<file path="config.mk">
export PLATFORM = sky130hd
export DESIGN_NAME = wav_header_parser
export DESIGN_NICKNAME = d
export VERILOG_FILES = /design/src/design/wavhp_pkg.sv /design/src/design/wavhp_in_stage.sv /design/src/design/wavhp_parse.sv /design/src/design/wavhp_out_stage.sv /design/src/design/wav_header_parser.sv
export SDC_FILE = /design/constraint.sdc
export NUM_CORES = 1
export LEC_CHECK = 0
export BUFFER_PORTS_ARGS = -buffer_cell sky130_fd_sc_hd__buf_2
export CORE_MARGIN = 4
export CORE_UTILIZATION = 30
export DETAILED_ROUTE_END_ITERATION = 8
export PLACE_DENSITY_LB_ADDON = 0.1
export SLEW_MARGIN = 20
export SYNTH_ARGS = -nofsm -noshare
export SYNTH_HDL_FRONTEND = slang
export SYNTH_SLANG_ARGS = --single-unit
</file>
<file path="constraint.sdc">
create_clock -name clk_i -period 8.6 [get_ports clk_i]
set_input_delay 0.86 -clock clk_i [delete_from_list [all_inputs] [get_ports clk_i]]
set_output_delay 0.86 -clock clk_i [all_outputs]
set_load 0.01 [all_outputs]
</file>
<file path="src/design/wavhp_pkg.sv">
// Shared types and constants of the WAV header parser.
// No dependencies; imported by all parser modules and the checker.
`timescale 1ns / 1ps

package wavhp_pkg;

  localparam int unsigned RateW = 19;
  localparam logic [RateW-1:0] RATE_RESET = 19'd22050;

  localparam logic [31:0] TAG_RIFF = 32'h5249_4646;
  localparam logic [31:0] TAG_WAVE = 32'h5741_5645;
  localparam logic [31:0] TAG_FMT  = 32'h666D_7420;
  localparam logic [31:0] TAG_DATA = 32'h6461_7461;

  localparam logic [31:0] FMT_MIN_LEN = 32'd16;
  localparam logic [7:0]  BITS_PER_SAMPLE = 8'd16;

  typedef enum logic [2:0] {
    ST_OK        = 3'd0,
    ST_FMT_BAD   = 3'd1,
    ST_BAD_RIFF  = 3'd2,
    ST_SHORT_FMT = 3'd3,
    ST_TRUNC     = 3'd4
  } status_e;

  typedef enum logic [4:0] {
    PH_HEADER = 5'b00001,
    PH_CHUNK  = 5'b00010,
    PH_FMT    = 5'b00100,
    PH_SKIP   = 5'b01000,
    PH_DONE   = 5'b10000
  } phase_e;

  typedef struct packed {
    logic [7:0] data_byte;
    logic       last_byte;
  } in_beat_t;

  typedef struct packed {
    status_e     status;
    logic [31:0] data_size;
  } result_t;

endpackage

</file>
<file path="src/design/wavhp_in_stage.sv">
// Input register of the WAV header parser.
// Depends on wavhp_pkg for the input beat type.
`timescale 1ns / 1ps

module wavhp_in_stage
  import wavhp_pkg::*;
(
  input  logic     clk_i,
  input  logic     rst_ni,
  input  logic     in_valid_i,
  output logic     in_stall_o,
  input  in_beat_t beat_i,
  input  logic     fire_i,
  output logic     valid_o,
  output in_beat_t beat_o
);

  logic     valid_q, valid_d;
  in_beat_t beat_q;
  logic     load;

  assign in_stall_o = valid_q && !fire_i;
  assign load       = in_valid_i && !in_stall_o;
  assign valid_d    = load ? 1'b1 : (fire_i ? 1'b0 : valid_q);

  always_ff @(posedge clk_i or negedge rst_ni) begin
    if (!rst_ni) begin
      valid_q <= 1'b0;
    end else begin
      valid_q <= valid_d;
    end
  end

  always_ff @(posedge clk_i) begin
    if (load) begin
      beat_q <= beat_i;
    end
  end

  assign valid_o = valid_q;
  assign beat_o  = beat_q;

endmodule

</file>
<file path="src/design/wavhp_parse.sv">
// Parser state and per-byte next-state logic of the WAV header parser.
// Depends on wavhp_pkg for tags, phases, status codes and beat types.
`timescale 1ns / 1ps

module wavhp_parse
  import wavhp_pkg::*;
(
  input  logic             clk_i,
  input  logic             rst_ni,
  input  logic             cfg_we_i,
  input  logic [RateW-1:0] cfg_rate_i,
  input  logic             fire_i,
  input  in_beat_t         beat_i,
  output logic             emit_o,
  output result_t          result_o
);

  phase_e           phase_q, phase_d;
  logic [3:0]       cnt_q, cnt_d;
  logic [31:0]      tag_q, tag_d;
  logic [31:0]      len_q, len_d;
  logic [32:0]      skip_q, skip_d;
  logic             fmt_ok_q, fmt_ok_d;
  logic             match_q, match_d;
  logic [RateW-1:0] rate_q;

  logic [31:0] tag_shift;
  logic [31:0] len_shift;
  logic [32:0] skip_n;
  logic [32:0] skip_nxt;
  logic [8:0]  expect_b;
  logic        emit;
  result_t     res;

  // Bit 8 set: byte is checked against bits 7:0.
  function automatic logic [8:0] fmt_expect(input logic [3:0] k,
                                            input logic [RateW-1:0] rate);
    logic [8:0] e;
    case (k)
      4'd0:    e = {1'b1, 8'h01};
      4'd1:    e = {1'b1, 8'h00};
      4'd2:    e = {1'b1, 8'h01};
      4'd3:    e = {1'b1, 8'h00};
      4'd4:    e = {1'b1, rate[7:0]};
      4'd5:    e = {1'b1, rate[15:8]};
      4'd6:    e = {1'b1, 5'd0, rate[18:16]};
      4'd7:    e = {1'b1, 8'h00};
      4'd14:   e = {1'b1, BITS_PER_SAMPLE};
      4'd15:   e = {1'b1, 8'h00};
      default: e = {1'b0, 8'h00};
    endcase
    return e;
  endfunction

  always_comb begin
    phase_d  = phase_q;
    cnt_d    = cnt_q;
    tag_d    = tag_q;
    len_d    = len_q;
    skip_d   = skip_q;
    fmt_ok_d = fmt_ok_q;
    match_d  = match_q;
    emit     = 1'b0;
    res.status    = ST_OK;
    res.data_size = 32'd0;

    tag_shift = {tag_q[23:0], beat_i.data_byte};
    len_shift = {beat_i.data_byte, len_q[31:8]};
    expect_b  = fmt_expect(cnt_q, rate_q);
    skip_n    = 33'd0;
    skip_nxt  = (skip_q != 33'd0) ? (skip_q - 33'd1) : skip_q;

    if (fire_i) begin
      case (phase_q)
        PH_HEADER: begin
          tag_d = tag_shift;
          if (cnt_q == 4'd3 && tag_shift != TAG_RIFF) begin
            match_d = 1'b0;
          end
          if (cnt_q == 4'd11) begin
            if (!match_q || tag_shift != TAG_WAVE) begin
              match_d    = 1'b0;
              emit       = 1'b1;
              res.status = ST_BAD_RIFF;
              phase_d    = PH_DONE;
            end else begin
              phase_d = PH_CHUNK;
              cnt_d   = 4'd0;
            end
          end else begin
            cnt_d = cnt_q + 4'd1;
          end
        end
        PH_CHUNK: begin
          if (cnt_q < 4'd4) begin
            tag_d = tag_shift;
          end else begin
            len_d = len_shift;
          end
          if (cnt_q == 4'd7) begin
            cnt_d = 4'd0;
            if (tag_q == TAG_DATA) begin
              emit          = 1'b1;
              res.status    = fmt_ok_q ? ST_OK : ST_FMT_BAD;
              res.data_size = len_shift;
              phase_d       = PH_DONE;
            end else if (tag_q == TAG_FMT) begin
              if (len_shift < FMT_MIN_LEN) begin
                emit       = 1'b1;
                res.status = ST_SHORT_FMT;
                phase_d    = PH_DONE;
              end else begin
                match_d = 1'b1;
                phase_d = PH_FMT;
              end
            end else begin
              skip_n  = {1'b0, len_shift} + {32'd0, len_shift[0]};
              skip_d  = skip_n;
              phase_d = (skip_n != 33'd0) ? PH_SKIP : PH_CHUNK;
            end
          end else begin
            cnt_d = cnt_q + 4'd1;
          end
        end
        PH_FMT: begin
          if (expect_b[8] && beat_i.data_byte != expect_b[7:0]) begin
            match_d = 1'b0;
          end
          if (cnt_q == 4'd15) begin
            fmt_ok_d = match_d;
            skip_n   = {1'b0, len_q - FMT_MIN_LEN} + {32'd0, len_q[0]};
            skip_d   = skip_n;
            cnt_d    = 4'd0;
            phase_d  = (skip_n != 33'd0) ? PH_SKIP : PH_CHUNK;
          end else begin
            cnt_d = cnt_q + 4'd1;
          end
        end
        PH_SKIP: begin
          skip_d = skip_nxt;
          if (skip_nxt == 33'd0) begin
            phase_d = PH_CHUNK;
            cnt_d   = 4'd0;
          end
        end
        default: begin
        end
      endcase

      if (beat_i.last_byte) begin
        if (!emit && phase_q != PH_DONE) begin
          emit          = 1'b1;
          res.status    = ST_TRUNC;
          res.data_size = 32'd0;
        end
        phase_d  = PH_HEADER;
        cnt_d    = 4'd0;
        tag_d    = 32'd0;
        len_d    = 32'd0;
        skip_d   = 33'd0;
        fmt_ok_d = 1'b0;
        match_d  = 1'b1;
      end
    end
  end

  always_ff @(posedge clk_i or negedge rst_ni) begin
    if (!rst_ni) begin
      phase_q  <= PH_HEADER;
      cnt_q    <= 4'd0;
      tag_q    <= 32'd0;
      len_q    <= 32'd0;
      skip_q   <= 33'd0;
      fmt_ok_q <= 1'b0;
      match_q  <= 1'b1;
      rate_q   <= RATE_RESET;
    end else begin
      phase_q  <= phase_d;
      cnt_q    <= cnt_d;
      tag_q    <= tag_d;
      len_q    <= len_d;
      skip_q   <= skip_d;
      fmt_ok_q <= fmt_ok_d;
      match_q  <= match_d;
      if (cfg_we_i) begin
        rate_q <= cfg_rate_i;
      end
    end
  end

  assign emit_o   = emit;
  assign result_o = res;

endmodule

</file>
<file path="src/design/wavhp_out_stage.sv">
// Result register of the WAV header parser.
// Depends on wavhp_pkg for the result type.
`timescale 1ns / 1ps

module wavhp_out_stage
  import wavhp_pkg::*;
(
  input  logic    clk_i,
  input  logic    rst_ni,
  input  logic    push_i,
  input  result_t result_i,
  output logic    ready_o,
  output logic    out_valid_o,
  input  logic    out_stall_i,
  output result_t result_o
);

  logic    valid_q, valid_d;
  result_t result_q;

  assign ready_o = !valid_q || !out_stall_i;
  assign valid_d = push_i ? 1'b1 : (out_stall_i ? valid_q : 1'b0);

  always_ff @(posedge clk_i or negedge rst_ni) begin
    if (!rst_ni) begin
      valid_q <= 1'b0;
    end else begin
      valid_q <= valid_d;
    end
  end

  always_ff @(posedge clk_i) begin
    if (push_i) begin
      result_q <= result_i;
    end
  end

  assign out_valid_o = valid_q;
  assign result_o    = result_q;

endmodule

</file>
<file path="src/design/wav_header_parser.sv">
// Top level of the WAV header parser: input register, parser, result register.
// Depends on wavhp_pkg, wavhp_in_stage, wavhp_parse and wavhp_out_stage.
//
//   channel  direction  handshake              payload
//   in       input      in_valid_i/in_stall_o  data_byte_i, last_byte_i
//   out      output     out_valid_o/out_stall_i status_o, data_size_o
//   cfg      input      cfg_valid_i/cfg_ready_o cfg_data_i (expected rate)
//
// One byte per cycle unless the result register stalls; results are registered.
// The parser advances on a byte only when the result register can take a beat.
// Reset clears parser state and sets the expected rate to 22050.
// A stalled result holds; an empty input register still takes one more byte.
`timescale 1ns / 1ps

module wav_header_parser
  import wavhp_pkg::*;
(
  input  logic             clk_i,
  input  logic             rst_ni,
  input  logic             in_valid_i,
  output logic             in_stall_o,
  input  logic [7:0]       data_byte_i,
  input  logic             last_byte_i,
  output logic             out_valid_o,
  input  logic             out_stall_i,
  output logic [2:0]       status_o,
  output logic [31:0]      data_size_o,
  input  logic             cfg_valid_i,
  output logic             cfg_ready_o,
  input  logic [RateW-1:0] cfg_data_i
);

  in_beat_t in_beat;
  in_beat_t s1_beat;
  logic     s1_valid;
  logic     out_ready;
  logic     fire;
  logic     emit;
  result_t  res;
  result_t  out_res;

  assign in_beat.data_byte = data_byte_i;
  assign in_beat.last_byte = last_byte_i;
  assign fire              = s1_valid && out_ready;
  assign cfg_ready_o       = 1'b1;

  wavhp_in_stage u_in (
    .clk_i      (clk_i),
    .rst_ni     (rst_ni),
    .in_valid_i (in_valid_i),
    .in_stall_o (in_stall_o),
    .beat_i     (in_beat),
    .fire_i     (fire),
    .valid_o    (s1_valid),
    .beat_o     (s1_beat)
  );

  wavhp_parse u_parse (
    .clk_i      (clk_i),
    .rst_ni     (rst_ni),
    .cfg_we_i   (cfg_valid_i),
    .cfg_rate_i (cfg_data_i),
    .fire_i     (fire),
    .beat_i     (s1_beat),
    .emit_o     (emit),
    .result_o   (res)
  );

  wavhp_out_stage u_out (
    .clk_i       (clk_i),
    .rst_ni      (rst_ni),
    .push_i      (emit),
    .result_i    (res),
    .ready_o     (out_ready),
    .out_valid_o (out_valid_o),
    .out_stall_i (out_stall_i),
    .result_o    (out_res)
  );

  assign status_o    = out_res.status;
  assign data_size_o = out_res.data_size;

endmodule

</file>
==> results list <==
* Horizontal extent of the die: 208 um
- Average detailed-routed wire length per instance: about 20 um
* Arrival time of data at the critical path endpoint: between 4 and 5 ns
- Transition at the pin with the smallest max-transition slack: slightly above 1 ns
* Post-route ant nets: 0
- The first global-routing pass estimated around 62000 um of wire.
- The detailed router finished its first iteration with between 700 and 800 violations.
- Pins over their slew limit: 0
- Critical path buffer and inverter count: 1
- STA puts the critical path data required time at 8.95 ns.
- Summing all non-filler instances in the final layout gives an area of between 10000 and 15000 um^2.
- Summed over all layers, the routed wires come to approximately 40000 um.
* Stage delay of the slowest cell on the critical path: between 0.6 and 0.7 ns
* Run status: complete, no violations
- For this configuration, the core starts out at a cell density of ~31%.
- On the final layout, the worst clock skew is ~0.014 ns.
* Placeable core area: roughly 39000 um^2
- The critical path is of the reg -> reg type.
- GRT Util Overall: between 10% and 20%
- The worst setup path is launched from a flip-flop.
- Die outline area: roughly 43000 um^2
* Syn. warnings: 0
- The repair_antennas step left the layout with diodes totalling 0.
* Cell with the largest stage delay on the worst path: sky130_fd_sc_hd__or4_4
- Drt pass-1 iters: 5
- The library cells used most frequently in the layout, excluding fill and tap cells, are 171 x sky130_fd_sc_hd__nand2_1, 121 x sky130_fd_sc_hd__dfrtp_1, 114 x sky130_fd_sc_hd__o21ai_0.
* Number of flops mapped to enable cells by yosys: 44
* Slew Limit Headroom: between 30% and 40%
* Number of nets produced by synthesis: ~1400
- Share of flip-flops with an asynchronous set or reset: 74.6%
* Cell family with most CP delay: simple AND/OR/NAND/NOR gates
* Cells along the critical path: inv_1 -> ha_1 -> or3b_1 -> a211oi_1 -> nand3_1 -> o31a_1 -> or4_4 -> nor4_4 -> o22ai_1 -> nor4_1 -> nand4_1 -> a31o_1
- TritonCTS built the clock tree.
* Minimum clock period after layout: 4.53 ns
- For this run, the register share of the synthesized area comes to a little under two fifths.
- Largest net degree at the start of global routing: 78
- Class of the worst hold path: in -> async
- Adding up every negative setup slack in the final design gives 0 ns.
* Setup repair after global routing missed its margin: false
* Maximum VDD drop: 147 uV
- Number of placement rows: 72
- Endpoints failing hold: 0
- Critical Path End Type: flip-flop
- Setup Fix Bufs, Post-CTS: 0
- During I/O placement, the number of pins put on the boundary was 71.
- The congestion estimate from routability-driven global placement came to roughly 0.86.
- Leading cell type in the layout, fill and taps excluded: sky130_fd_sc_hd__nand2_1
- For the worst-skew pair, the clock arrives at the later sink with an insertion delay of around 0.46 ns.
- Biggest fanout along the worst timing path: 9
* Worst Hold Margin: roughly 0.44 ns
* Placed cell areas: between 10000 and 15000 um^2
- Derived from the worst setup path, the maximum achievable clock frequency is approximately 220 MHz.
- Buffers inserted during clock tree synthesis total 17.
- In this run the static leakage power is 5.07 nW.
* Final routed DRC violation total: 0
* Number of hold-repair buffers added at the cts stage: 0
- Clock root buffer: sky130_fd_sc_hd__clkbuf_16
- Across the run, the number of max-cap violations was 0.
- Once layout is complete, the utilization of the core stands at 34.1%.
- The wire-length estimate of the detail-placed layout is roughly 29000 um.
* Synth Instances: 1405
- H-tree lvl count: 4
- Including well taps, the total number of placed cells is between 1500 and 2000.
* Pwr Density: ~230 nW/um^2
- Die Span Y: ~210 um
* Total number of vias: 10600
* Nets@finish: 1448
- Library cells used by synthesis: between 80 and 90
* Aggregate global routing overflow: 0
* Post-synth top area share: between 20% and 30%
- From synthesis to final layout, the design area changed by 11.2%.
- Area of the mapped netlist: between 10000 and 15000 um^2
* Via count of the first global-routing pass: roughly 10000
- Antenna violations before repair: 0
- Port buffering added 69 buffers.
- The number of gates resized after CTS was 0.
* Commonest register cell after synthesis: sky130_fd_sc_hd__dfrtp_1
* Fraction of layout instances using a drive strength above 1: ~12%
* Number of synthesized register bits: roughly 170
- After detailed routing, the number of vias per cell comes to roughly 5.5.
- Setup violations remaining at the end of the flow were counted as 0.
- Of all cell types, the one taking the most synthesized area is sky130_fd_sc_hd__dfrtp_1.
* Clock tree sinks: 173
- Average footprint of a synthesized cell: ~8.5 um^2
* Filler-free cell count of the finished design: roughly 1900
- Of the available clock period, the critical path in the final layout requires between 50% and 60%.
- Maximum buffer depth of the clock tree: 2
* Top cells by area in the synthesized netlist: sky130_fd_sc_hd__dfrtp_1 25%, sky130_fd_sc_hd__edfxtp_1 11%, sky130_fd_sc_hd__nand2_1 5.4%, sky130_fd_sc_hd__o21ai_0 4.8%, sky130_fd_sc_hd__xnor2_1 4.7%
- After clock tree synthesis, the clock-pin slew on the worst setup and hold paths is roughly 0.07 ns.
==> power breakdown <==
part	switching (mW)	internal (mW)
sequential	0.152	0.921
clock	0.375	0.412
combinational	0.720	0.424
==> Yosys cell counts, drive strengths merged (8+ instances only) <==
library cell and count:
ha 11, and3 14, nand2b 58, mux2 20
nand3 46, o31ai 19, and2 40, nand2 171
edfxtp 44, or4 12, o211ai 8, a21oi 53
dfstp 8, o22ai 19, xor2 33, a22oi 11
a31oi 13, xnor2 64, nor2 84, o21ai 125
a311oi 8, or3 17, a211oi 12, nor4b 8
buf 11, clkbuf 96, a221oi 15, nor4 40
mux2i 13, dfrtp 121, nand4 27, nor3 43
inv 30
==> worst paths after layout <==
kind	cells after the start	slack, ns	to	from
setup / recovery	12	4.07	u_parse.phase_q[3]	u_parse.len_q[4]
hold / removal	1	0.44	u_parse.tag_q[20]	rst_ni
setup reg to reg	12	4.07	u_parse.phase_q[3]	u_parse.len_q[4]
hold reg to reg	2	0.48	u_parse.tag_q[26]	u_parse.tag_q[26]
max in group asynchronous	2	6.88	u_parse.skip_q[30]	rst_ni
min in group clk_i	2	0.48	u_parse.tag_q[26]	u_parse.tag_q[26]
==> logic make-up after synthesis <==
kind of cell	count (synthesis)	synth area share [%]
xor+xnor	97	7.10
fa+ha+maj	11	1.15
mux	33	2.97
simple gates	607	27.5
flops	173	38.1
buf+inv	138	4.62
other cells	1	0.0313
compound gates	345	18.6
==> registers in the layout, summed over array words and instances (netlist names) <==
register,flops
u_parse.fmt_ok_q,1
u_in.beat_o,9
u_out.out_valid_o,1
u_parse.cnt_q,4
u_parse.tag_q,32
u_in.valid_o,1
u_parse.rate_q,19
u_parse.phase_q,5
u_out.result_o,35
u_parse.len_q,32
u_parse.skip_q,33
u_parse.match_q,1
==> metal layers <==
metal	track usage (%)	part of all wire [%]	wire (um)
met5	0	0	0
met4	4.48	1.9	735
met3	3.07	3.5	1390
met1	24.3	46	18200
met2	30.2	49	19300
==> layout make-up <==
type / instances / area [um^2]
repair buffers: 87 / 494
well taps: 518 / 648
inverters: 31 / 116
multi-input cells: 1094 / 6900
clock buffers: 18 / 429
fillers: 4110 / 25700
clock inverters: 14 / 159
flip-flops and latches: 173 / 4560
==> metrics by stage <==
step                power [mW]  setup WS (ns)
CTS                       3.03           4.11
floorplan                 1.91           4.14
global placement          2.23           4.23
finish                    3.00           4.07
global route              3.21           3.85
detailed placement        2.23           4.13
No activity file was read; power rests on OpenSTA's default activity.
